$ cat config.mk
export PLATFORM = sky130hd
export DESIGN_NAME = csim_front
export DESIGN_NICKNAME = d
export VERILOG_FILES = /design/src/hdl/csim_pkg.sv /design/src/hdl/csim_front.sv
export SDC_FILE = /design/constraint.sdc
export NUM_CORES = 2
export LEC_CHECK = 0
export ABC_AREA = 1
export BUFFER_PORTS_ARGS = -buffer_cell sky130_fd_sc_hd__buf_4
export CORE_ASPECT_RATIO = 1.5
export CORE_MARGIN = 5
export CORE_UTILIZATION = 65
export CTS_CLUSTER_SIZE = 30
export DETAILED_ROUTE_END_ITERATION = 7
export PLACE_DENSITY = 0.86
export SYNTH_ARGS = -nofsm -noshare
export SYNTH_HDL_FRONTEND = slang
export SYNTH_SLANG_ARGS = --single-unit
$ cat constraint.sdc
create_clock -name clk -period 10.3 [get_ports clk]
set_input_delay 1.545 -clock clk [delete_from_list [all_inputs] [get_ports clk]]
set_output_delay 1.545 -clock clk [all_outputs]
set_load 0.1 [all_outputs]
$ cat src/hdl/csim_pkg.sv
// Types and constants shared by the cosine similarity engine modules.
// No dependencies.
`default_nettype none

package csim_pkg;

    localparam int DOT_W  = 42;
    localparam int NORM_W = 41;
    localparam int SIM_W  = 16;
    localparam int Q_DEPTH = 2;
    localparam int Q_CNT_W = 2;

    localparam logic [DOT_W-1:0]  DOT_MAX  = {1'b0, {(DOT_W-1){1'b1}}};
    localparam logic [DOT_W-1:0]  DOT_MIN  = {1'b1, {(DOT_W-1){1'b0}}};
    localparam logic [NORM_W-1:0] NORM_MAX = {NORM_W{1'b1}};

    typedef struct packed {
        logic signed [DOT_W-1:0] dot;
        logic [NORM_W-1:0]       norm_a;
        logic [NORM_W-1:0]       norm_b;
    } sums_t;

    typedef struct packed {
        logic               empty;
        logic [Q_CNT_W-1:0] free;
    } q_status_t;

endpackage

`default_nettype wire

$ cat src/hdl/csim_front.sv
// Front end: takes element pairs, forms products and keeps the saturating running sums.
// Depends on csim_pkg; pushes the finished sums of each vector into csim_queue.
`default_nettype none

module csim_front
    import csim_pkg::*;
#(
    parameter int ELEMENT_BITS = 16
)
(
    input  wire logic              clk,
    input  wire logic              rst_n,
    input  wire logic              in_valid,
    output logic                   in_ready,
    input  wire logic [15:0]       elem_a,
    input  wire logic [15:0]       elem_b,
    input  wire logic              last_element,
    input  wire q_status_t         q_status,
    output logic                   push,
    output sums_t                  push_data
);

    localparam int PW  = 2 * ELEMENT_BITS;
    localparam int SW  = ((PW > DOT_W) ? PW : DOT_W) + 1;

    logic [ELEMENT_BITS-1:0] ea;
    logic [ELEMENT_BITS-1:0] eb;

    generate
        if (ELEMENT_BITS <= 16) begin : g_narrow
            assign ea = elem_a[ELEMENT_BITS-1:0];
            assign eb = elem_b[ELEMENT_BITS-1:0];
        end
        else begin : g_wide
            assign ea = {{(ELEMENT_BITS-16){1'b0}}, elem_a};
            assign eb = {{(ELEMENT_BITS-16){1'b0}}, elem_b};
        end
    endgenerate

    logic                 s1_valid_reg;
    logic                 s1_last_reg;
    logic signed [PW-1:0] pab_reg;
    logic signed [PW-1:0] paa_reg;
    logic signed [PW-1:0] pbb_reg;

    logic signed [DOT_W-1:0] dot_reg, dot_next;
    logic [NORM_W-1:0]       na_reg, na_next;
    logic [NORM_W-1:0]       nb_reg, nb_next;

    logic signed [SW-1:0] dot_sum;
    logic signed [SW-1:0] na_sum;
    logic signed [SW-1:0] nb_sum;
    logic signed [SW-1:0] dmax;
    logic signed [SW-1:0] dmin;
    logic signed [SW-1:0] nmax;
    logic                 accept;
    sums_t                sat;

    assign in_ready = q_status.free > Q_CNT_W'(s1_valid_reg && s1_last_reg);
    assign accept   = in_valid && in_ready;

    always_ff @(posedge clk or negedge rst_n)
    begin
        if (!rst_n)
        begin
            s1_valid_reg <= 1'b0;
            s1_last_reg  <= 1'b0;
        end
        else
        begin
            s1_valid_reg <= accept;
            s1_last_reg  <= accept && last_element;
        end
    end

    always_ff @(posedge clk)
    begin
        if (accept)
        begin
            pab_reg <= $signed(ea) * $signed(eb);
            paa_reg <= $signed(ea) * $signed(ea);
            pbb_reg <= $signed(eb) * $signed(eb);
        end
    end

    always_comb
    begin
        dmax    = SW'($signed(DOT_MAX));
        dmin    = SW'($signed(DOT_MIN));
        nmax    = SW'($signed({1'b0, NORM_MAX}));
        dot_sum = SW'(dot_reg) + SW'(pab_reg);
        na_sum  = SW'($signed({1'b0, na_reg})) + SW'(paa_reg);
        nb_sum  = SW'($signed({1'b0, nb_reg})) + SW'(pbb_reg);

        if (dot_sum > dmax)
        begin
            sat.dot = DOT_MAX;
        end
        else if (dot_sum < dmin)
        begin
            sat.dot = DOT_MIN;
        end
        else
        begin
            sat.dot = dot_sum[DOT_W-1:0];
        end
        sat.norm_a = (na_sum > nmax) ? NORM_MAX : na_sum[NORM_W-1:0];
        sat.norm_b = (nb_sum > nmax) ? NORM_MAX : nb_sum[NORM_W-1:0];

        dot_next = dot_reg;
        na_next  = na_reg;
        nb_next  = nb_reg;
        if (s1_valid_reg)
        begin
            if (s1_last_reg)
            begin
                dot_next = '0;
                na_next  = '0;
                nb_next  = '0;
            end
            else
            begin
                dot_next = sat.dot;
                na_next  = sat.norm_a;
                nb_next  = sat.norm_b;
            end
        end
    end

    assign push      = s1_valid_reg && s1_last_reg;
    assign push_data = sat;

    always_ff @(posedge clk or negedge rst_n)
    begin
        if (!rst_n)
        begin
            dot_reg <= '0;
            na_reg  <= '0;
            nb_reg  <= '0;
        end
        else
        begin
            dot_reg <= dot_next;
            na_reg  <= na_next;
            nb_reg  <= nb_next;
        end
    end

endmodule

`default_nettype wire

# ---- Word-level counts from Yosys, hierarchy flattened
# Cells that the tools add are included.
dict set report classes {
  muxes 7
  n_mul 3
  addsub 3
  order_cmp 5
  reduce_logical 3
}
# operator count
set op_table {}
lappend op_table {{2-to-1 mux 41 bit} 4}
lappend op_table {{adder 42 x 32 -> 43 bit} 3}
lappend op_table {{greater-than comparator 43 x 42 -> 1 bit, second input constant} 3}
lappend op_table {{2-to-1 mux 42 bit} 3}
lappend op_table {{multiplier 16 x 16 -> 32 bit} 3}
lappend op_table {{less-than comparator 43 x 42 -> 1 bit, second input constant} 1}
lappend op_table {{logical AND 1 bit} 3}
lappend op_table {{greater-than comparator 2 x 1 -> 1 bit} 1}
dict set report word_totals {
  out_inout_bits 126
  input_bits 39
  ff_bits 222
  elab_cells 29
}

# ---- Depth between registers and ports, before layout
dict set report logic_depth {
  depth_word 5
  ltp_mapped 27
  depth_no_buf 26
}

# ---- Least setup slack after synthesis
# No wires, ideal clock.
dict set report synth_path {
  kind {input-to-reg}
  from {in elem_b[1]}
  to {reg pab_reg[29], data pin}
  slack_ns 3.306
  arrival_time_ns 6.732
  required_ns 10.038
  n_path_buf 2
  cell_stages 24
  setup_time_ns 0.262
  cell_sequence {clkbuf_1 -> clkbuf_1 -> nand2_1 -> inv_1 -> fa_1 -> inv_1 -> fa_1 -> inv_1 -> fa_1 -> inv_1 -> fa_1 -> fa_1 -> fa_1 -> inv_1 -> ha_1 -> nand2_1 -> inv_1 -> a21oi_1 -> nor2_1 -> nor2_1 -> nand3_1 -> a21oi_1 -> o21bai_1 -> xor2_1}
}
dict set report synth_between {
  elab_chain_len 1
}
# element line
set synth_rtl {}
lappend synth_rtl {{start: declaration} csim_front.sv:16} ;# input wire logic [15:0] elem_b,
lappend synth_rtl {{multiplier 16 x 16 -> 32 bit} csim_front.sv:80} ;# pab_reg <= $signed(ea) * $signed(eb);
lappend synth_rtl {{end signal: assignment} csim_front.sv:80}
lappend synth_rtl {{end: declaration} csim_front.sv:42} ;# logic signed [PW-1:0] pab_reg;
# Every way passes these cells.
# A chain may end at the register's enable or synchronous reset.

# ---- Final worst setup path
dict set report layout_path {
  from {in elem_a[15]}
  to {reg paa_reg[31], data pin}
}
dict set report layout_between {
  elab_chain_len 1
}
# element line
set layout_rtl {}
lappend layout_rtl {{start: declaration} csim_front.sv:15} ;# input wire logic [15:0] elem_a,
lappend layout_rtl {{multiplier 16 x 16 -> 32 bit} csim_front.sv:81} ;# paa_reg <= $signed(ea) * $signed(ea);
lappend layout_rtl {{end signal: assignment} csim_front.sv:81}
lappend layout_rtl {{end: declaration} csim_front.sv:43} ;# logic signed [PW-1:0] paa_reg;
# Every way passes these cells.

==> results_dict.tcl <==
set metrics [dict create \
    yosys.cell_types.count 49 \
    critPathLaunch "elem_a[15]" \
    setup_viol 0 \
    routabilityCongestion 0.976 \
    setup.worst_path.class "input port to flip-flop" \
    hold_path_depth 2 \
    drv_slew 0 \
    grt_pass1_wl_mm 196 \
    cts-root-buf "clkbuf_16" \
    required_ns 10.68 \
    cap_violations 0 \
    avgRoutedWirePerCell_um 17.2 \
    reg2reg_depth 13 \
    synth_edf_count 94 \
    largest_register_ffs 42 \
    status "completed" \
    crit_path_end "paa_reg[31]" \
    drtIter0Drc 2614 \
    cts_sinks 220 \
    async_reset_ff_share_pct 57.3 \
    drive_gt1_share_pct 6.00 \
    r2r_slack_ns 6.59 \
    syn-cell-area_sq_mm 0.0457 \
    htreeDepth 1 \
    fin_crit_sh_pct 69.3 \
    crit_family "adder cells" \
    crit_path_frequent_cell "fa_1" \
    grt_max_degree 78 \
    final_common_cell "nand2_1" \
    post_cts_resized 0 \
    placement_rows 119 \
    crit_chain "buf_4 > nand2_1 > inv_1 > fa_1 > fa_1 > inv_1 > fa_1 > fa_1 > inv_1 > fa_1 > fa_1 > ha_1 > nand2_1 > nor2_1 > nand2_1 > nor4_1 > nand2_1 > nand2_1 > xor2_1" \
    cts_tree "yes" \
    die_w_um 227 \
    postCtsSetupBuffers 0 \
    hpwl_mm 97.0 \
    n_fill_cell 5675 \
    crit_fanout 42 \
    relSlewSlack_pct 35.7 \
    cp-start-kind "input port" \
    hold_class "flip-flop to flip-flop" \
    yosysSeqAreaShare_pct 13.1 \
    n_antenna_cell 0 \
    grt_use_total_pct 32.0 \
    clk_latency_ns 0.56 \
    drc 0 \
    r2r_start "pab_reg[31]" \
    design.core.area_sq_mm 0.0700 \
    syn_avg_cell_area_sq_um 7.68 \
    top_layer "met5" \
    layout-area-overhead-vs-synth_pct 5.34 \
    yosys_warnings 0 \
    hold_buffers 0 \
    met2_wirelength_mm 60.4 \
    min_period_ns 7.14 \
    nets 7167 \
    ant_nets 0 \
    worst_pin_slew_ns 0.963 \
    crit_buf_inv 4 \
    mostFrequentLayoutCells "nand2_1 (1,719), inv_1 (1,419), fa_1 (731)" \
    grt_overflow 0 \
    synth-seq-cells 220 \
    slowest_delay_ns 0.91 \
    hold_viol 0 \
    finalClockSkew_ns 0.0193 \
    arrival_ns 7.52 \
    met1_length_mm 44.5 \
    cp.depth 19 \
    met3_length_mm 7.46 \
    tns_ns 0 \
    grt_pass1_vias 40700 \
    grt_antenna_before_repair 1 \
    fmax_mhz 140 \
    ios 165 \
    clk_pin_slew_ns 0.06 \
    wl_mm 119 \
    postSynthCellCount 5959 \
    vias_per_cell 5.50 \
    die_y_um 335 \
    final_cells 6927 \
    clock_path_buffers 3 \
    critPathCaptureType "flip-flop" \
    io_buffer_count 163 \
    synth_flop_cell "dfrtp_1" \
    cts_made_buffers 23 \
    reg2reg_to "dot_reg[9]" \
    rsz0062_at_grt "false" \
    firstDrtPassIters 6 \
    initial_utilization_pct 65.4 \
    synth_nets 7123 \
    die_area_sq_mm 0.0759 \
    slowest_stage "fa_1" \
    placedCellCount 6885 \
    vias 38100 \
]
-- Yosys cell counts (29+ instances only) --
cell type | n | area share (%)
fa_1 | 731 | 32
nand2_2 | 107 | 1.5
nand4_1 | 29 | 0.40
nor3_1 | 35 | 0.38
ha_1 | 394 | 11
clkbuf_1 | 119 | 0.98
dfrtp_1 | 126 | 6.9
nand3_1 | 118 | 1.3
o21bai_1 | 44 | 0.72
xnor2_1 | 94 | 1.8
xor2_1 | 106 | 2.0
nor2_1 | 290 | 2.4
o21ai_0 | 99 | 1.1
a21oi_1 | 238 | 2.6
edfxtp_1 | 94 | 6.2
inv_1 | 1419 | 12
nand2_1 | 1719 | 14
-- tightest hold or removal path: cells and delay by family (launching register included) --
kind | cells | cell delay (ns)
simple gates | 2 | 0.11
flops | 1 | 0.34
-- per-stage QoR --
step	instance area, sq um	setup slack (ns)	hold slack [ns]	utilization (%)
after floorplan	45700	3.31	0.453	-
after global placement	47400	2.83	0.465	67.8
after CTS	48200	3.28	0.487	68.9
final	48200	3.16	0.482	68.9
after detailed placement	47400	2.70	0.470	67.8
after global routing	48200	2.87	0.506	68.9
-- logic make-up after synthesis --
group                      synth area share, %
adders and majority gates                 42.8
buffers and inverters                     13.3
and+or+nand+nor                           21.2
xor gates and xnor gates                  3.83
DFF                                       13.1
AOI/OAI and AO/OA                         5.85
-- worst min-delay path by stage --
stage / startpoint / end / slack, ns
6_report: dot_reg[21] / dot_reg[21] / 0.48
5_1_grt: na_reg[23] / na_reg[23] / 0.51
4_1_cts: na_reg[8] / na_reg[8] / 0.49
3_5_place_dp: na_reg[8] / na_reg[8] / 0.47
3_3_place_gp: na_reg[11] / na_reg[11] / 0.47
2_1_floorplan: dot_reg[10] / dot_reg[10] / 0.45
-- area by class of cell --
class / instances / area [sq um] / area share, %
multi-input cells: 4166 / 33700 / 70.0
flip-flops and latches: 220 / 5980 / 12.4
inverters: 1422 / 5340 / 11.1
repair buffers: 170 / 1280 / 2.66
well taps: 907 / 1130 / 2.36
clock buffers: 24 / 589 / 1.22
clock inverters: 18 / 155 / 0.322
-- per-layer routing --
layer	track usage (%)	up-vias
li1	-	17800
met1	38.7	18400
met2	56.5	1409
met3	3.93	436
met4	15.5	2
met5	0	-
Power is not shown: default switching activity piles up to over one toggle a cycle in this logic, so the estimate is an artifact.
