## config.mk

```make
export PLATFORM = sky130hd
export DESIGN_NAME = csim_back
export DESIGN_NICKNAME = d
export VERILOG_FILES = /design/src/hdl/csim_pkg.sv /design/src/hdl/csim_back.sv
export SDC_FILE = /design/constraint.sdc
export NUM_CORES = 2
export LEC_CHECK = 0
export ABC_AREA = 1
export ABC_CLOCK_PERIOD_IN_PS = 10900
export BUFFER_PORTS_ARGS = -buffer_cell sky130_fd_sc_hd__buf_2
export CAP_MARGIN = 10
export CORE_UTILIZATION = 25
export DETAILED_ROUTE_END_ITERATION = 7
export PLACE_DENSITY_LB_ADDON = 0.3
export SYNTH_ARGS = -nofsm -noshare
export SYNTH_HDL_FRONTEND = slang
export SYNTH_SLANG_ARGS = --single-unit
```

## constraint.sdc

```tcl
create_clock -name clk -period 10.9 [get_ports clk]
set_input_delay 0.545 -clock clk [delete_from_list [all_inputs] [get_ports clk]]
set_output_delay 0.545 -clock clk [all_outputs]
set_load 0.01 [all_outputs]
```

## src/hdl/csim_pkg.sv

```systemverilog
// Types and constants shared by the cosine similarity engine modules.
// No dependencies.
`default_nettype none

package csim_pkg;

    localparam int DOT_W  = 42;
    localparam int NORM_W = 41;
    localparam int SIM_W  = 16;
    localparam int Q_DEPTH = 2;
    localparam int Q_CNT_W = 2;

    localparam logic [DOT_W-1:0]  DOT_MAX  = {1'b0, {(DOT_W-1){1'b1}}};
    localparam logic [DOT_W-1:0]  DOT_MIN  = {1'b1, {(DOT_W-1){1'b0}}};
    localparam logic [NORM_W-1:0] NORM_MAX = {NORM_W{1'b1}};

    typedef struct packed {
        logic signed [DOT_W-1:0] dot;
        logic [NORM_W-1:0]       norm_a;
        logic [NORM_W-1:0]       norm_b;
    } sums_t;

    typedef struct packed {
        logic               empty;
        logic [Q_CNT_W-1:0] free;
    } q_status_t;

endpackage

`default_nettype wire

```

## src/hdl/csim_back.sv

```systemverilog
// Back end: turns one vector's sums into a Q1.15 cosine with a serial multiplier and a
// bit-by-bit magnitude search, and holds the result in the output register. Uses csim_pkg.
`default_nettype none

module csim_back
    import csim_pkg::*;
(
    input  wire logic      clk,
    input  wire logic      rst_n,
    input  wire sums_t     head,
    input  wire q_status_t q_status,
    output logic           pop,
    output logic           out_valid,
    input  wire logic      out_ready,
    output logic [SIM_W-1:0] similarity,
    output logic           zero_norm
);

    localparam int MW        = 128;
    localparam int MYW       = 42;
    localparam int DIG       = 8;
    localparam int MUL_STEPS = MYW / DIG + 1;
    localparam int MCW       = 3;
    localparam int MAGW      = 17;

    typedef enum logic [4:0] {
        S_IDLE = 5'b00001,
        S_MUL  = 5'b00010,
        S_SQ   = 5'b00100,
        S_CMP  = 5'b01000,
        S_OUT  = 5'b10000
    } state_t;

    typedef enum logic [2:0] {
        K_P = 3'b001,
        K_D = 3'b010,
        K_L = 3'b100
    } kind_t;

    state_t             state_reg, state_next;
    kind_t              kind_reg, kind_next;
    logic [MW-1:0]      mx_reg, mx_next;
    logic [MYW-1:0]     my_reg, my_next;
    logic [MW-1:0]      macc_reg, macc_next;
    logic [MCW-1:0]     mcnt_reg, mcnt_next;
    logic [MW-1:0]      p_reg, p_next;
    logic [MW-1:0]      rhs_reg, rhs_next;
    logic [DOT_W-1:0]   dmag_reg, dmag_next;
    logic               neg_reg, neg_next;
    logic               zn_reg, zn_next;
    logic [MAGW-1:0]    m_reg, m_next;
    logic [3:0]         bit_reg, bit_next;
    logic               ov_reg, ov_next;
    logic [SIM_W-1:0]   sim_reg, sim_next;
    logic               zo_reg, zo_next;

    logic [MAGW-1:0]    cand;
    logic [MAGW-1:0]    odd17;
    logic [15:0]        odd;
    logic [31:0]        sq;
    logic [MW-1:0]      mstep;
    logic [MAGW-1:0]    negm;

    always_comb
    begin
        cand  = m_reg | (MAGW'(1) << bit_reg);
        odd17 = (cand << 1) - MAGW'(1);
        odd   = odd17[15:0];
        sq    = 32'(odd) * 32'(odd);
        mstep = macc_reg + mx_reg * {{(MW-DIG){1'b0}}, my_reg[DIG-1:0]};
        negm  = MAGW'(0) - m_reg;

        state_next = state_reg;
        kind_next  = kind_reg;
        mx_next    = mx_reg;
        my_next    = my_reg;
        macc_next  = macc_reg;
        mcnt_next  = mcnt_reg;
        p_next     = p_reg;
        rhs_next   = rhs_reg;
        dmag_next  = dmag_reg;
        neg_next   = neg_reg;
        zn_next    = zn_reg;
        m_next     = m_reg;
        bit_next   = bit_reg;
        ov_next    = ov_reg;
        sim_next   = sim_reg;
        zo_next    = zo_reg;
        pop        = 1'b0;

        if (ov_reg && out_ready)
        begin
            ov_next = 1'b0;
        end

        case (state_reg)
            S_IDLE:
            begin
                if (!q_status.empty)
                begin
                    pop       = 1'b1;
                    neg_next  = head.dot[DOT_W-1];
                    dmag_next = head.dot[DOT_W-1] ? (DOT_W'(0) - head.dot) : head.dot;
                    m_next    = '0;
                    if (head.norm_a == '0 || head.norm_b == '0)
                    begin
                        zn_next    = 1'b1;
                        state_next = S_OUT;
                    end
                    else
                    begin
                        zn_next    = 1'b0;
                        mx_next    = MW'(head.norm_a);
                        my_next    = MYW'(head.norm_b);
                        macc_next  = '0;
                        mcnt_next  = '0;
                        kind_next  = K_P;
                        state_next = S_MUL;
                    end
                end
            end
            S_MUL:
            begin
                macc_next = mstep;
                mx_next   = mx_reg << DIG;
                my_next   = my_reg >> DIG;
                mcnt_next = mcnt_reg + MCW'(1);
                if (mcnt_reg == MCW'(MUL_STEPS - 1))
                begin
                    case (kind_reg)
                        K_P:
                        begin
                            p_next    = mstep;
                            mx_next   = MW'(dmag_reg);
                            my_next   = MYW'(dmag_reg);
                            macc_next = '0;
                            mcnt_next = '0;
                            kind_next = K_D;
                        end
                        K_D:
                        begin
                            rhs_next   = mstep << 32;
                            bit_next   = 4'd15;
                            state_next = S_SQ;
                        end
                        default:
                        begin
                            state_next = S_CMP;
                        end
                    endcase
                end
            end
            S_SQ:
            begin
                if (cand > MAGW'(32768))
                begin
                    if (bit_reg == 4'd0)
                    begin
                        state_next = S_OUT;
                    end
                    else
                    begin
                        bit_next = bit_reg - 4'd1;
                    end
                end
                else
                begin
                    mx_next    = p_reg;
                    my_next    = MYW'(sq);
                    macc_next  = '0;
                    mcnt_next  = '0;
                    kind_next  = K_L;
                    state_next = S_MUL;
                end
            end
            S_CMP:
            begin
                if (macc_reg <= rhs_reg)
                begin
                    m_next = cand;
                end
                if (bit_reg == 4'd0)
                begin
                    state_next = S_OUT;
                end
                else
                begin
                    bit_next   = bit_reg - 4'd1;
                    state_next = S_SQ;
                end
            end
            S_OUT:
            begin
                if (!ov_reg || out_ready)
                begin
                    ov_next = 1'b1;
                    zo_next = zn_reg;
                    if (neg_reg)
                    begin
                        sim_next = negm[SIM_W-1:0];
                    end
                    else if (m_reg[15])
                    begin
                        sim_next = 16'h7FFF;
                    end
                    else
                    begin
                        sim_next = m_reg[SIM_W-1:0];
                    end
                    state_next = S_IDLE;
                end
            end
            default:
            begin
                state_next = S_IDLE;
            end
        endcase
    end

    always_ff @(posedge clk or negedge rst_n)
    begin
        if (!rst_n)
        begin
            state_reg <= S_IDLE;
            kind_reg  <= K_P;
            mcnt_reg  <= '0;
            bit_reg   <= '0;
            ov_reg    <= 1'b0;
        end
        else
        begin
            state_reg <= state_next;
            kind_reg  <= kind_next;
            mcnt_reg  <= mcnt_next;
            bit_reg   <= bit_next;
            ov_reg    <= ov_next;
        end
    end

    always_ff @(posedge clk)
    begin
        mx_reg   <= mx_next;
        my_reg   <= my_next;
        macc_reg <= macc_next;
        p_reg    <= p_next;
        rhs_reg  <= rhs_next;
        dmag_reg <= dmag_next;
        neg_reg  <= neg_next;
        zn_reg   <= zn_next;
        m_reg    <= m_next;
        sim_reg  <= sim_next;
        zo_reg   <= zo_next;
    end

    assign out_valid  = ov_reg;
    assign similarity = sim_reg;
    assign zero_norm  = zo_reg;

endmodule

`default_nettype wire

```

# == After elaboration in Yosys (flattened, before gate mapping) ==
# Index checks and enable logic that the tools add are counted.
# op_classes
n_mux,56
shift,1
multipliers,2
addsub,6
n_reduce_logical,19
n_eq_ne,19
bitwise,2
magnitude_cmp,2
# ops
cell,count
128-bit 2-to-1 mux,10
128-bit one-hot mux with 3 select lines,2
42-bit 2-to-1 mux,5
128-bit adder,1
128-bit less-or-equal comparator,1
128-bit by 8-bit multiplier with 128-bit output,1
42-bit one-hot mux with 3 select lines,1
41-bit logical NOT,2
"1-bit by 42-bit subtractor with 42-bit output, first input constant",1
41-bit 2-to-1 mux,1
5-bit 2-to-1 mux,7
17-bit 2-to-1 mux,2
17-bit one-hot mux with 2 select lines,1
16-bit by 16-bit multiplier with 32-bit output,1
3-bit 2-to-1 mux,10
5-bit one-hot mux with 5 select lines,1
"2-bit != test, second input constant",9
3-bit one-hot mux with 3 select lines,2
"17-bit by 16-bit greater-than comparator with 1-bit output, second input constant",1
17-bit bitwise OR,1
"1-bit by 4-bit << shifter with 17-bit output, first input constant",1
16-bit 2-to-1 mux,1
4-bit 2-to-1 mux,4
"1-bit by 16-bit subtractor with 16-bit output, first input constant",1
other kinds (29),40
# word_totals
reg_bits,616
inputBits,130
wordCells,124

# == Longest topological paths before layout ==
# logic_depth
word_depth,6
mapped_depth,39

# == Least setup slack after synthesis ==
# OpenSTA, ideal clock, no wires.
# synth_path
kind,register to register
startpoint,register state_reg[0]
endpoint,register rhs_reg[100] (enable)
setup_ps,668
required_time_ps,10232
setup_slack_ps,2495
period_less_slack_ps,8405
path_buffers,0
stages_incl_launch_ff,9
arrival_ps,7737
path_cell_list,dfstp_2 -> inv_1 -> nand2_1 -> nor2_1 -> nand3_1 -> inv_2 -> nor2_1 -> o22ai_1 -> nor3_1
# synth_between
elab_chain_len,2
# synth_lines
item,line,source
from (decl),csim_back.sv:40,"state_t state_reg, state_next;"
from (signal assigned),csim_back.sv:232,state_reg <= state_next;
5-bit by 2-bit == test with 1-bit output,csim_back.sv:96,case (state_reg)
3-bit AND reduction (no source line),n/a,
to (signal assigned),csim_back.sv:246,rhs_reg <= rhs_next;
to (decl),csim_back.sv:47,"logic [MW-1:0] rhs_reg, rhs_next;"
# Every way passes these cells.
# A chain may end at the register's enable or synchronous reset.

# == Final worst setup path ==
# layout_path
startpoint,register bit_reg[0]
endpoint,"register my_reg[18], data pin"
# layout_between
elab_chain_len,6
# layout_lines
item,line,source
from (decl),csim_back.sv:52,"logic [3:0] bit_reg, bit_next;"
from (signal assigned),csim_back.sv:235,bit_reg <= bit_next;
1-bit by 4-bit << shifter with 17-bit output,csim_back.sv:66,cand = m_reg | (MAGW'(1) << bit_reg);
17-bit bitwise OR,csim_back.sv:66,
via cand[0],csim_back.sv:57,logic [MAGW-1:0] cand;
16-bit by 1-bit subtractor with 16-bit output,csim_back.sv:67,odd17 = (cand << 1) - MAGW'(1);
16-bit by 16-bit multiplier with 32-bit output,csim_back.sv:69,sq = 32'(odd) * 32'(odd);
42-bit 2-to-1 mux,csim_back.sv:155,if (cand > MAGW'(32768))
42-bit one-hot mux with 3 select lines,csim_back.sv:96,
via my_next[18],csim_back.sv:43,"logic [MYW-1:0] my_reg, my_next;"
to (signal assigned),csim_back.sv:243,my_reg <= my_next;
to (decl),csim_back.sv:43,
# The timed path passes the listed nets, and every way through them passes these cells. The select of a mux whose other input is x is not followed.

==> results.py <==
metrics = {
    "run_status": {
        "run_status": "finished, final reports clean",
    },
    "logic_synthesis": {
        "netlist.area_leader.share": 0.273,
        "synth_seq_cells": 615,
        "yosysUniqueCellTypes": 58,
        "syn_inst": 9643,
        "synth.area.top_cells": "fa_1, edfxtp_1, nand2_1",
        "yosys.area.top_type": "fa_1",
        "syn_avg_cell_area_um2": 7.77,
        "yosysSeqAreaShare": 0.245,
        "synth_edf_count": 599,
        "syn_nets": 11100,
        "async_flop_share": 0.0260,
        "ys.flop_type": "edfxtp_1",
        "syn_area_um2": 74900,
        "yosys_warnings": 0,
    },
    "floorplan": {
        "rows": 200,
        "die_area_um2": 302000,
        "fp.coreArea_um2": 298000,
        "fp.dieH_um": 550,
        "die_w_um": 550,
        "ioPinCount": 149,
        "initial_core_util": 0.252,
    },
    "worst_hold_path": {
        "hold_class": "input port to flip-flop",
        "min_from": "head[35]",
    },
    "placement": {
        "numPortBuffers": 146,
        "dp_hpwl_um": 235000,
        "place.gp.congestion": 1.01,
    },
    "grt": {
        "overflow": 0,
        "track_usage": 0.191,
        "grt_pass1_vias": 60800,
        "antenna_found_initial": 14,
        "grt_max_degree": 129,
        "grt_pass1_wl_um": 421000,
    },
    "clocking": {
        "clock_path_buffers": 3,
        "clock_sinks": 615,
        "cts_buffers": 80,
        "root_buffer": "clkbuf_16",
        "tritoncts": "yes",
        "htreeDepth": 3,
        "insertion_delay_ns": 0.76,
        "clk_pin_slew_worst_paths_ns": 0.06,
    },
    "sta": {
        "whs_ns": 0.0890,
        "worstMarginPinSlew_ns": 1.11,
        "fin_crit_ns": 8.53,
        "fin_crit_sh": 0.783,
        "clock_skew_ns": 0.101,
        "fmax_mhz": 117,
        "slew_headroom": 0.261,
        "slew_violations": 0,
        "setup_tns_ns": 0,
        "rsz0062_at_grt": "no",
        "setup_viol": 0,
        "hold_viol": 0,
    },
    "route": {
        "post_drt_wl_per_cell_um": 21.0,
        "dr.pass1.iters": 5,
        "drt-initial-drc-count": 4937,
        "drc": 0,
        "route.final.wire_length_um": 285000,
        "vias": 59900,
        "antenna_left": 0,
        "viasPerCell": 4.40,
    },
    "worst_setup_path": {
        "critPathLaunchType": "flip-flop",
        "rr_startpoint": "bit_reg[0]",
        "worstSetupEndpointType": "flip-flop",
        "cpMostUsedCell": "nand2_1",
        "critPathMaxStageDelay_ns": 0.62,
        "cp_data_arrival_time_ns": 9.01,
        "crit_path_top_delay_cell": "nand2_1",
        "crit_path_max_fanout": 11,
        "critPathKind": "flip-flop to flip-flop",
        "startpoint": "bit_reg[0]",
        "required_ns": 11.38,
    },
    "layout": {
        "drive_above_1_share": 0.0421,
        "nets": 11100,
        "layout-area-overhead-vs-synth_pct": 10.3,
        "finish.utilization": 0.278,
    },
    "job": {
        "cap_violations": 0,
    },
}
worst max-delay path, delay by kind of cell, from the launching register on:
family	cells	cell delay (ns)
adder cells (fa/ha/maj)	8	3.71
AND/OR/NAND/NOR	17	2.76
buffers and inverters	8	0.91
AO/OA/AOI/OAI	1	0.50
flip-flops	1	0.37
cell usage after synthesis (6+ instances only):
cell and instances:
o21ai_2 6, nor4_1 41, buf_6 6, o211ai_1 7, o21ai_1 11, a22o_1 86
fa_1 1022, clkbuf_1 269, or2_2 10, inv_1 2626, nand3b_1 24, dfrtp_1 14
ha_1 336, xor2_1 47, nor2_4 14, nand2_4 6, and3_1 10, a31oi_1 7
nor2_2 13, nand3_1 207, nand2_1 2941, o21bai_1 23, buf_2 16, nand2_2 11
nor2_1 617, xnor2_1 76, a21oi_1 211, o2111ai_1 26, nand4_1 73, inv_2 24
buf_1 17, a221oi_1 6, o21a_1 6, and2_1 8, o21ai_0 128, edfxtp_1 599
nor3_1 52
metrics by stage:
| step | cell area [um^2] | setup WS [ns] | std cells |
|---|---|---|---|
| 2_1_floorplan | 74900 | 2.50 | 9643 |
| 3_3_place_gp | 79700 | 2.54 | 13400 |
| 3_5_place_dp | 79700 | 2.50 | 13400 |
| 4_1_cts | 82600 | 2.41 | 13600 |
| 5_1_grt | 82600 | 1.87 | 13600 |
| 6_report | 82600 | 2.37 | 13600 |
cell families after synthesis:
kind of cell,after synthesis,share of synthesized area
buf+inv,2967,0.150
simple gates,4037,0.217
compound gates,543,0.0449
fa+ha+maj,1358,0.329
xor+xnor,123,0.0144
flops,615,0.245
final timing paths:
path	slack, ns	cells past startpoint	end
worst max-delay path	2.37	34	my_reg[18]
worst min-delay path	0.09	3	my_reg[35]
worst max register to register	2.37	34	my_reg[18]
worst min register to register	0.48	1	mx_reg[60]
max in group asynchronous	10.22	2	kind_reg[0]
min in group asynchronous	0.34	2	out_valid
layout make-up:
class	count	area (um^2)
diodes	5	12.5
clock buffers	88	2030
clock inverters	61	833
fillers	32500	215000
inverters	2655	9990
multi-input cells	6061	45400
flip-flops and latches	615	18400
well taps	3939	4930
repair buffers	178	1090
cells in the final DEF, fill, tap and decap left out, types with 15 or more instances in the layout:
cell type	count
nand3_1	207
nor2_4	15
xnor2_1	76
a21oi_1	210
ha_1	336
o2111ai_1	26
nor2_1	616
edfxtp_1	599
clkinv_1	18
a22o_1	86
inv_1	2624
nor3_1	51
clkbuf_16	80
inv_2	22
o21bai_1	23
nand4_1	73
buf_2	146
nand2_1	2941
nand3b_1	24
buf_4	21
fa_1	1022
xor2_1	47
o21ai_0	128
nor4_1	41
metal layers:
layer	track usage	vias up	wire length [um]
li1	-	28300	-
met1	0.257	29600	126000
met2	0.320	1711	134000
met3	0.0196	329	15300
met4	0.0613	8	10200
met5	0	-	49
repair_timing:
item / in CTS / in global routing
endpoints found under the setup margin: 0 / 0
hold endpoints to repair: 15 / 0
buffers inserted: 0 / 0
hold buffers: 2 / 0
resized for setup: 0 / 0
Power is not shown: default switching activity piles up to over one toggle a cycle in this logic, so the estimate is an artifact.
