### src/hdl/csim_pkg.sv
// Types and constants shared by the cosine similarity engine modules.
// No dependencies.
`default_nettype none

package csim_pkg;

    localparam int DOT_W  = 42;
    localparam int NORM_W = 41;
    localparam int SIM_W  = 16;
    localparam int Q_DEPTH = 2;
    localparam int Q_CNT_W = 2;

    localparam logic [DOT_W-1:0]  DOT_MAX  = {1'b0, {(DOT_W-1){1'b1}}};
    localparam logic [DOT_W-1:0]  DOT_MIN  = {1'b1, {(DOT_W-1){1'b0}}};
    localparam logic [NORM_W-1:0] NORM_MAX = {NORM_W{1'b1}};

    typedef struct packed {
        logic signed [DOT_W-1:0] dot;
        logic [NORM_W-1:0]       norm_a;
        logic [NORM_W-1:0]       norm_b;
    } sums_t;

    typedef struct packed {
        logic               empty;
        logic [Q_CNT_W-1:0] free;
    } q_status_t;

endpackage

`default_nettype wire

### src/hdl/csim_queue.sv
// Two-entry queue of finished vector sums between the front and back ends.
// Depends on csim_pkg.
`default_nettype none

module csim_queue
    import csim_pkg::*;
(
    input  wire logic  clk,
    input  wire logic  rst_n,
    input  wire logic  push,
    input  wire sums_t push_data,
    input  wire logic  pop,
    output sums_t      head,
    output q_status_t  status
);

    sums_t              mem_reg [Q_DEPTH];
    logic               wr_ptr_reg, wr_ptr_next;
    logic               rd_ptr_reg, rd_ptr_next;
    logic [Q_CNT_W-1:0] cnt_reg, cnt_next;

    always_comb
    begin
        wr_ptr_next = push ? ~wr_ptr_reg : wr_ptr_reg;
        rd_ptr_next = pop ? ~rd_ptr_reg : rd_ptr_reg;
        cnt_next    = cnt_reg + Q_CNT_W'(push) - Q_CNT_W'(pop);
    end

    always_ff @(posedge clk or negedge rst_n)
    begin
        if (!rst_n)
        begin
            wr_ptr_reg <= 1'b0;
            rd_ptr_reg <= 1'b0;
            cnt_reg    <= '0;
        end
        else
        begin
            wr_ptr_reg <= wr_ptr_next;
            rd_ptr_reg <= rd_ptr_next;
            cnt_reg    <= cnt_next;
        end
    end

    always_ff @(posedge clk)
    begin
        if (push)
        begin
            mem_reg[wr_ptr_reg] <= push_data;
        end
    end

    assign head         = mem_reg[rd_ptr_reg];
    assign status.empty = (cnt_reg == '0);
    assign status.free  = Q_CNT_W'(Q_DEPTH) - cnt_reg;

endmodule

`default_nettype wire

### config.mk
export PLATFORM = sky130hd
export DESIGN_NAME = csim_queue
export DESIGN_NICKNAME = d
export VERILOG_FILES = /design/src/hdl/csim_pkg.sv /design/src/hdl/csim_queue.sv
export SDC_FILE = /design/constraint.sdc
export NUM_CORES = 1
export LEC_CHECK = 0
export ABC_AREA = 1
export BUFFER_PORTS_ARGS = -buffer_cell sky130_fd_sc_hd__buf_4
export CORE_UTILIZATION = 49
export CTS_BUF_LIST = sky130_fd_sc_hd__clkbuf_8
export CTS_CLUSTER_DIAMETER = 60
export DETAILED_ROUTE_END_ITERATION = 6
export PLACE_DENSITY_LB_ADDON = 0.15
export SYNTH_ARGS = -nofsm -noshare
export SYNTH_HDL_FRONTEND = slang
export SYNTH_SLANG_ARGS = --single-unit
### constraint.sdc
create_clock -name clk -period 5.6 [get_ports clk]
set_input_delay 0.84 -clock clk [delete_from_list [all_inputs] [get_ports clk]]
set_output_delay 0.84 -clock clk [all_outputs]
set_load 0.005 [all_outputs]
# After elaboration in Yosys (flattened, before gate mapping)

Memories as Yosys holds them, arrays and structs flattened.
Index checks and enable logic that the tools add are counted.
W data, S select, Z words.

Output and inout port bits: 127
Logic and storage cells: 12
Input bits: 128
Memory bits (writable): 248
Memories: 1
Register bits: 4

Memory list:

| memory  | words | bits a word | read ports | clocked after Yosys merged registers in | write ports | RTL line         | text |
|---|---|---|---|---|---|---|---|
| mem_reg | 2     | 124         | 1          | 0                                       | 1           | csim_queue.sv:17 | `sums_t mem_reg [Q_DEPTH];` |

Bitwise gates (word level): 2
$add $sub $neg: 3
Mux-type cells: 2
Reductions and logical operators: 1

Operators with widths:

| operator              | number |
|---|---|
| $add A2 B1 Y2         | 1 |
| $logic_not A2 Y1      | 1 |
| $mux W1               | 2 |
| $not A1 Y1            | 2 |
| $sub A2 B1 Y2         | 1 |
| $sub A2 B2 Y2 const A | 1 |

# Depth between registers and ports, before layout

Gate-level depths: netlist of run 1.

Depth in word-level cells: 2
Depth in mapped cells: 7
Gate-level depth less buffers: 7

# Worst setup path after synthesis of run 1

Ideal clock, no wire load.

Kind: input-to-reg
Start point: input push
End point: memory mem_reg[0][0] in the netlist's numbering (enable)
Path buffers: 0
Arrival time: 6067 ps
Required time: 4988 ps
Path slack: -1079 ps
Cell stages on the path: 2
Library setup time: 612 ps
Cell sequence: inv_1 -> nor2_1

Longest elaborated chain between the ends: 2

RTL lines:

| element                       | RTL line         | text |
|---|---|---|
| start: declaration            | csim_queue.sv:10 | `input wire logic push,` |
| $mux W1                       | csim_queue.sv:47 | `if (push)` |
| $mux W1 (not written as such) | csim_queue.sv:49 | `mem_reg[wr_ptr_reg] <= push_data;` |
| end: declaration              | csim_queue.sv:17 |  |

No other way between the ends.

==> run metrics, run 1 <==
CP required=4.76 ns; # resized after CTS=0; Clk Latency, worst-skew pair=0.51 ns; slowest stage delay, CP=0.89 ns; clock buffer count from CTS=41; pwr dens=474 mW/mm2; pin count of the biggest net entering global routing=130; net switching power figure=0.00182 W; leakage=5.36 nW; RSZ-0062 raised after global routing=no; Layout Skew=0.0151 ns; Die ar.=0.0205 mm2; Layout area overhead=28.1%; maxcap violations=0; fin crit share=0.598; H-tree levels=2; Rows=51; combinational share of power=0.324; Yosys reg bits=252; CP arrival=2.51 ns; Max Fanout on Critical Path=64; routed vias=5688; CTS tree=built; commonest cells after routing, fill and taps aside=buf_4 (258), edfxtp_1 (248), inv_1 (149); Max Slew Vio Count=0; clk slew on worst S/H paths=0.06 ns; Routed WL per cell=14.5 um; ratio of cells with drive above 1 in the final layout=0.391; max reg flops=248; Starting Density=0.500; DRT antenna net count=0; Rel. slew slack=0.254; Distinct cells, synth=15; Final Hold Fails=0; Final nets=1079; top cell family by delay on the critical path=flip-flops; post-CTS setup buffer count=0; Post-Route WL=18.0 mm; CP max stage cell=dfrtp_4; critical path class=reg -> out; Hold Crit Class=in -> async; FMAX=299 MHz; Setup TNS Final=0 ns; CTS Sinks=252; worst hold slack=0.108 ns; DP HPWL=11.8 mm; final core occ=0.641; die height=143 um; vias in the first global route=5333; Worst Setup End Kind=output port; syn avg cell area=14.5 um2; RePlAce Congestion=0.736; Synth Warn #=0; Syn Nets=805; total track usage=0.173; Worst-Margin Slew=1.12 ns; Die X=143 um; Switching Share=0.307; Iter 0 DRT Violations=193; initial antenna violation count=0; CP most frequent cell=buf_4; commonest non-fill, non-tap cell in the layout=buf_4; Vias per Instance=4.58; port bufs=254; IO Count=255; grt ovf=0; drt pass-1 iters=4; area of the multi-input gates=0.00145 mm2; Syn Std Cell Area=0.00977 mm2; Reg area=0.00755 mm2; Max clock buf depth=3; startpoint type of the worst setup path=flip-flop; # DRC=0; register area share after synthesis=0.773; CTS root buf=clkbuf_8; share of power burned in registers=0.448; cts hold-fix bufs=0; cell internal pwr=0.00411 W; global-route wire length before repair=26.7 mm; post-route minimum period=3.35 ns; Mapped Cells=674; final setup fails=0; critical path, cell by cell=buf_4 > nand2_1 > o21ai_2 > buf_4; Buffers & Inverters on Critical Path=2; outcome=complete, no violations; clock share of power=0.228; ANT cells=0; fillers=1537; Max IR drop VDD=0.000330 V; Core Region=0.0195 mm2
-- area by class of cell --
cell class | count | area share
clock buffers | 43 | 0.0473
clock inverters | 28 | 0.00890
inverters | 132 | 0.0398
multi-input cells | 261 | 0.116
flip-flops and latches | 252 | 0.603
well taps | 265 | 0.0265
repair buffers | 260 | 0.158
-- kinds of logic after synthesis --
group | after synthesis | synth area share
xor+xnor | 2 | 0.00179
buf+inv | 161 | 0.0792
fa+ha+maj | 3 | 0.00384
flops | 252 | 0.773
compound gates | 124 | 0.0916
simple gates | 132 | 0.0509
-- per-layer routing --
| layer | global-route usage | routed length (um) |
|---|---|---|
| met1 | 0.201 | 7110 |
| met2 | 0.285 | 8660 |
| met3 | 0.0657 | 1750 |
| met4 | 0.0753 | 445 |
| met5 | 0 | 0 |
-- synth_stat cells --
library cell  instances  share of area
edfxtp_1            248           0.76
inv_1               132          0.051
nand2_1             130          0.050
o21ai_2              73          0.065
o21ai_0              37          0.019
buf_6                15          0.017
o21ai_1              14         0.0072
buf_4                 9         0.0069
dfrtp_1               4          0.010
clkbuf_1              3         0.0012
ha_1                  3         0.0038
buf_8                 2         0.0031
xor2_1                2         0.0018
nand3_1               1        0.00051
nor2_1                1        0.00038
-- stage by stage --
| stage | instance area (um2) | worst slack (ns) | instances | power (W) |
|---|---|---|---|---|
| 2_1_floorplan | 9770 | 1.08 | 674 | 0.00380 |
| 3_5_place_dp | 11800 | 2.71 | 1170 | 0.00467 |
| 3_3_place_gp | 11800 | 2.80 | 1170 | 0.00463 |
| 6_report | 12500 | 2.25 | 1241 | 0.00594 |
| 4_1_cts | 12500 | 2.15 | 1241 | 0.00604 |
| 5_1_grt | 12500 | 2.06 | 1241 | 0.00631 |
-- power groups by stage --
stage                     sequential [W]  clock, W  combinational [W]
after floorplan                  0.00264         0            0.00116
final                            0.00266   0.00135            0.00192
after global routing             0.00270   0.00148            0.00214
after detailed placement         0.00270         0            0.00197
after global placement           0.00269         0            0.00194
after CTS                        0.00266   0.00140            0.00198
-- worst paths after layout --
check,start,end,slack [ns],cells after the start
max,rd_ptr_reg$_DFFE_PN0P_,head[64],2.25,4
min,rst_n,cnt_reg[1]$_DFF_PN0_,0.11,1
max reg2reg,wr_ptr_reg$_DFFE_PN0P_,mem_reg[0][71]$_DFFE_PP_,3.45,2
min reg2reg,wr_ptr_reg$_DFFE_PN0P_,wr_ptr_reg$_DFFE_PN0P_,0.54,1
max in group asynchronous,rst_n,rd_ptr_reg$_DFFE_PN0P_,5.37,1
min in group clk,push_data[5],mem_reg[0][5]$_DFFE_PP_,0.50,1
No activity file was read; power rests on OpenSTA's default activity.
==> run 2, diff against run 1 <==
- CORE_UTILIZATION: 49 -> 55
- clock period: 5.6 -> 3.3 ns (I/O delays scaled with it)
==> run 2 against run 1 <==
Sequential share of layout area grew 0.39 points; total power grew 70%; critical path type unchanged; critical path depth is the same; first-iteration DRC count grew 50%; clock power grew 67%; wire length grew 2.1%; setup slack lost 1.6 ns; register-to-register slack lost 1.9 ns.
==> run metrics, run 2 (synthesis results as in run 1) <==
Worst-Margin Slew=0.957 ns (was 1.12 ns); Die ar.=0.0183 mm2 (was 0.0205 mm2); Die X=135 um (was 143 um); drt pass-1 iters=4 (unchanged); ANT cells=0 (unchanged); fin crit share=0.793; maxcap violations=0 (unchanged); Final nets=1079 (unchanged); Clk Latency, worst-skew pair=0.54 ns (was 0.51 ns); fin area=0.0124 mm2 (was 0.0125 mm2); clk slew on worst S/H paths=0.06 ns (about the same); met1 usage=0.215 (was 0.201); die height=135 um (was 143 um); Setup TNS Final=0 ns (unchanged); port bufs=254 (unchanged); grt ovf=0 (unchanged); Setup crit start=rd_ptr_reg$_DFFE_PN0P_ (unchanged); Worst Setup End Kind=output port (unchanged); DRT antenna net count=0 (unchanged); startpoint type of the worst setup path=flip-flop (unchanged); Post-Route WL=18.3 mm (was 18.0 mm); IO Count=255 (unchanged); Layout area overhead=27.3% (was 28.1%); pin count of the biggest net entering global routing=111 (was 130); CP required=2.80 ns (was 4.76 ns); Rows=48 (was 51); final setup fails=0 (unchanged); Top Usage Layer GRT=met2 (unchanged); CTS Sinks=252 (unchanged); global-route wire length before repair=27.5 mm (was 26.7 mm); vias in the first global route=5730 (was 5333); leakage=5.30 nW (was 5.36 nW); post-route setup slack=0.685 ns (was 2.25 ns); dpl ws=1.25 ns (was 2.71 ns); Max clock buf depth=3 (unchanged); outcome=complete, no violations (unchanged); Core Region=0.0173 mm2 (was 0.0195 mm2); Final Hold Fails=0 (unchanged); ratio of cells with drive above 1 in the final layout=0.394 (was 0.391); total track usage=0.199 (was 0.173); Hold Crit Class=in -> reg (was in -> async); post-route minimum period=2.62 ns; Vias per Instance=4.84 (was 4.58); Layout Skew=0.0206 ns (was 0.0151 ns); commonest non-fill, non-tap cell in the layout=buf_4 (unchanged); CP arrival=2.12 ns (was 2.51 ns); Routed WL per cell=15.4 um (was 14.5 um); FF-to-FF Start=wr_ptr_reg$_DFFE_PN0P_ (unchanged); commonest cells after routing, fill and taps aside=buf_4 (258), edfxtp_1 (248), inv_1 (140) (was buf_4 (258), edfxtp_1 (248), inv_1 (149)); pwr dens=810 mW/mm2 (was 474 mW/mm2); H-tree levels=2 (unchanged); Max Slew Vio Count=0 (unchanged); Max Fanout on Critical Path=110 (was 64); RePlAce Congestion=0.748 (was 0.736); Rel. slew slack=0.362 (was 0.254); DP Area=0.0118 mm2 (about the same); Max IR drop VDD=0.000554 V (was 0.000330 V); RSZ-0062 raised after global routing=no (unchanged); initial antenna violation count=0 (unchanged); FMAX=382 MHz; routed vias=5780 (was 5688); min-delay src=push_data[30]; final core occ=0.719 (was 0.641); critical path class=reg -> out (unchanged); max reg flops=248 (unchanged); GR met3 Demand/Resource=0.0759 (was 0.0657); DP HPWL=12.2 mm (was 11.8 mm); CTS tree=built (unchanged); Iter 0 DRT Violations=290 (was 193); met2 global-route usage=0.348 (was 0.285); clock buffer count from CTS=40 (was 41); Starting Density=0.565 (was 0.500); CTS root buf=clkbuf_8 (unchanged); # DRC=0 (unchanged)
-- run 2: cell types whose count changed in the layout (fill, tap and decap cells not counted), sizes merged --
cell | before | now
dlygate4sd3 | 0 | 1
inv | 150 | 140
clkinvlp | 1 | 3
clkbuf | 43 | 41
clkinv | 9 | 12
-- run 2: routing by layer --
metal,wire [um],up-vias
li1,-,2837
met1,6620,2709
met2,9540,197
met3,1690,37
met4,501,0
met5,0,-
-- run 2: report_power, final --
group,switching (W),internal [W]
Sequential,0.000208,0.00426
Clock,0.00111,0.00114
Combinational,0.00181,0.00155
Total,0.00312,0.00695
-- run 2: worst max-delay path, stage by stage, from the launching register on --
cell and delay, ns:
dfrtp_4 0.67, buf_12 0.46, nand2_1 0.15, o21ai_2 0.08, buf_4 0.12
-- run 2: cell type report --
class                           instances  area (um2)
Timing Repair Buffer                  261        1990
Multi-Input combinational cell        261        1450
Fill cell                            1183        4860
Clock buffer                           41         564
Tap cell                              225         282
Clock inverter                         23        97.6
Inverter                              132         499
Sequential cell                       252        7550
-- run 2: final timing paths --
path	to	slack [ns]	cells after the start
worst max-delay path	head[84]	0.68	4
worst max register to register	mem_reg[0][82]$_DFFE_PP_	1.59	2
min in group asynchronous	cnt_reg[0]$_DFF_PN0_	0.30	2
worst min-delay path	mem_reg[0][30]$_DFFE_PP_	0.14	1
worst min register to register	wr_ptr_reg$_DFFE_PN0P_	0.55	1
max in group asynchronous	rd_ptr_reg$_DFFE_PN0P_	2.88	2
-- run 2: stage by stage --
step / total power, W / hold WS [ns] / std cells
final: 0.0101 / 0.140 / 1195
after global routing: 0.0107 / 0.115 / 1195
after CTS: 0.0102 / 0.105 / 1195
after detailed placement: 0.00794 / 0.298 / 1130
after global placement: 0.00781 / 0.295 / 1130
after floorplan: 0.00642 / 0.199 / 674
-- run 2: repair_timing --
action / 4_1_cts / 5_1_grt
hold buffers: 1 / 0
endpoints found under the hold margin: 4 / 0
gates resized for setup: 0 / 0
buffers inserted: 0 / 0
==> run 3, diff against run 2 <==
- clock period: 3.3 -> 2.6 ns (I/O delays scaled with it)
==> run 3 against run 2 <==
Combinational power up 32%; global-route usage up 0.97 points; non-clock buffer count up 5; sequential power up 27%; highest routed layer unchanged; cell area up 1.2%.
==> run metrics, run 3 (synthesis results as in run 1) <==
Die ar.=0.0183 mm2 (unchanged); Max IR drop VDD=0.000813 V (was 0.000554 V); Setup crit start=rd_ptr_reg$_DFFE_PN0P_ (unchanged); Max Fanout on Critical Path=31 (was 110); clock buffer count from CTS=41 (was 40); R2R setup slack=1.28 ns (was 1.59 ns); Post-Route WL=18.7 mm (was 18.3 mm); max reg flops=248 (unchanged); fin crit share=0.877; CP max stage cell=dfrtp_4 (unchanged); maxcap violations=0 (unchanged); startpoint type of the worst setup path=flip-flop (unchanged); Iter 0 DRT Violations=280 (was 290); commonest non-fill, non-tap cell in the layout=buf_4 (unchanged); Core Region=0.0173 mm2 (unchanged); routed vias=5867 (was 5780); Hold Crit Class=in -> reg (unchanged); CTS tree=built (unchanged); worst hold slack=0.0369 ns (was 0.140 ns); Layout Skew=0.0205 ns (was 0.0206 ns); Buffers & Inverters on Critical Path=2 (unchanged); cell internal pwr=0.00899 W (was 0.00695 W); clk slew on worst S/H paths=0.07 ns (was 0.06 ns); Worst Setup End Kind=output port (unchanged); slowest stage delay, CP=0.68 ns (was 0.67 ns); ANT cells=0 (unchanged); outcome=complete, no violations (unchanged); Routed WL per cell=15.5 um (was 15.4 um); critical path class=reg -> out (unchanged); total track usage=0.209 (was 0.199); RePlAce Congestion=0.745 (was 0.748); vias in the first global route=6037 (was 5730); IO Count=255 (unchanged); Rel. slew slack=0.729 (was 0.362); placed cells=1135 (was 1130); CP most frequent cell=buf_4; post-route minimum period=2.28 ns; FMAX=439 MHz; CTS root buf=clkbuf_8 (unchanged); net switching power figure=0.00402 W (was 0.00312 W); # DRC=0 (unchanged); Die X=135 um (unchanged); RSZ-0062 raised after global routing=no (unchanged); dpl ws=0.861 ns (was 1.25 ns); Rows=48 (unchanged); CP arrival=1.89 ns (was 2.12 ns); CP required=2.21 ns (was 2.80 ns); final std cells w/o fill=1206 (was 1195); global-route wire length before repair=28.8 mm (was 27.5 mm); worst setup path endpoint=head[17] (was head[84]); H-tree levels=2 (unchanged); ratio of cells with drive above 1 in the final layout=0.397 (was 0.394); port bufs=254 (unchanged); post-CTS setup buffer count=0 (unchanged); FF-to-FF path depth=3 (was 2); FF-to-FF Start=wr_ptr_reg$_DFFE_PN0P_ (unchanged); initial antenna violation count=0 (unchanged); pin count of the biggest net entering global routing=66 (was 111); Final Hold Fails=0 (unchanged); clock share of power=0.225 (was 0.223); Switching Share=0.309 (was 0.310); critical path, cell by cell=buf_4 > nand2_1 > o21ai_0 > buf_4 (was buf_12 > nand2_1 > o21ai_2 > buf_4); fillers=1159 (was 1183); worst reg2reg endpoint=mem_reg[1][6]$_DFFE_PP_ (was mem_reg[0][82]$_DFFE_PP_); leakage=5.39 nW (was 5.30 nW); Layout area overhead=28.8% (was 27.3%); DRT antenna net count=0 (unchanged); top cell family by delay on the critical path=flip-flops (unchanged); Vias per Instance=4.86 (was 4.84); die height=135 um (unchanged); grt ovf=0 (unchanged); Max Slew Vio Count=0 (unchanged); Worst-Margin Slew=0.407 ns (was 0.957 ns); DP Area=0.0119 mm2 (was 0.0118 mm2); fin area=0.0126 mm2 (was 0.0124 mm2); combinational share of power=0.339 (was 0.333); CTS Sinks=252 (unchanged); DP HPWL=12.7 mm (was 12.2 mm); Final nets=1085 (was 1079); commonest cells after routing, fill and taps aside=buf_4 (257), edfxtp_1 (248), inv_1 (144) (was buf_4 (258), edfxtp_1 (248), inv_1 (140)); Clk Latency, worst-skew pair=0.54 ns (about the same); drt pass-1 iters=4 (unchanged); Crit path depth=4 (unchanged); share of power burned in registers=0.436 (was 0.444); Max clock buf depth=3 (unchanged); final setup fails=0 (unchanged); Starting Density=0.565 (unchanged); pwr dens=1030 mW/mm2 (was 810 mW/mm2); post-route setup slack=0.320 ns (was 0.685 ns)
## run 3: area by class of cell
class                   instances  area, um2  area share
clock buffers                  42        578      0.0459
clock inverters                28        118     0.00935
inverters                     132        499      0.0397
multi-input cells             261       1460       0.116
flip-flops and latches        252       7550       0.600
well taps                     225        282      0.0224
repair buffers                266       2100       0.167
## run 3: worst min path at each step
| stage | from | to | slack, ns | depth (start not counted) |
|---|---|---|---|---|
| global placement | rst_n | cnt_reg[0]$_DFF_PN0_ | 0.19 | 1 |
| global route | push_data[19] | mem_reg[0][19]$_DFFE_PP_ | 0.007 | 1 |
| detailed placement | rst_n | cnt_reg[1]$_DFF_PN0_ | 0.20 | 1 |
| finish | push_data[25] | mem_reg[1][25]$_DFFE_PP_ | 0.04 | 1 |
| floorplan | rst_n | cnt_reg[0]$_DFF_PN0_ | 0.09 | 0 |
| CTS | push_data[27] | mem_reg[0][27]$_DFFE_PP_ | 0.01 | 1 |
## run 3: per-stage QoR
step | power [W] | util | TNS (ns)
CTS | 0.0132 | 0.728 | 0
floorplan | 0.00815 | - | -24.26
finish | 0.0130 | 0.728 | 0
detailed placement | 0.0102 | 0.687 | 0
global route | 0.0138 | 0.728 | 0
global placement | 0.0101 | 0.687 | 0
## run 3: power groups by stage
stage / clock [W] / sequential [W] / combinational (W)
after floorplan: 0 / 0.00566 / 0.00250
after global placement: 0 / 0.00571 / 0.00436
after detailed placement: 0 / 0.00575 / 0.00448
after CTS: 0.00301 / 0.00568 / 0.00451
after global routing: 0.00318 / 0.00574 / 0.00487
final: 0.00293 / 0.00567 / 0.00441
## run 3: what timing repair did
action,CTS,global route
hold endpoints to repair,4,0
hold buffers,1,0
gates resized for setup,0,0
## run 3: layer usage
metal  up-vias  part of all wire  track usage
li1       2844                 -            -
met1      2779              0.37        0.229
met2       202              0.51        0.360
met3        42             0.084       0.0685
met4         0             0.033        0.107
met5         -                 0            0
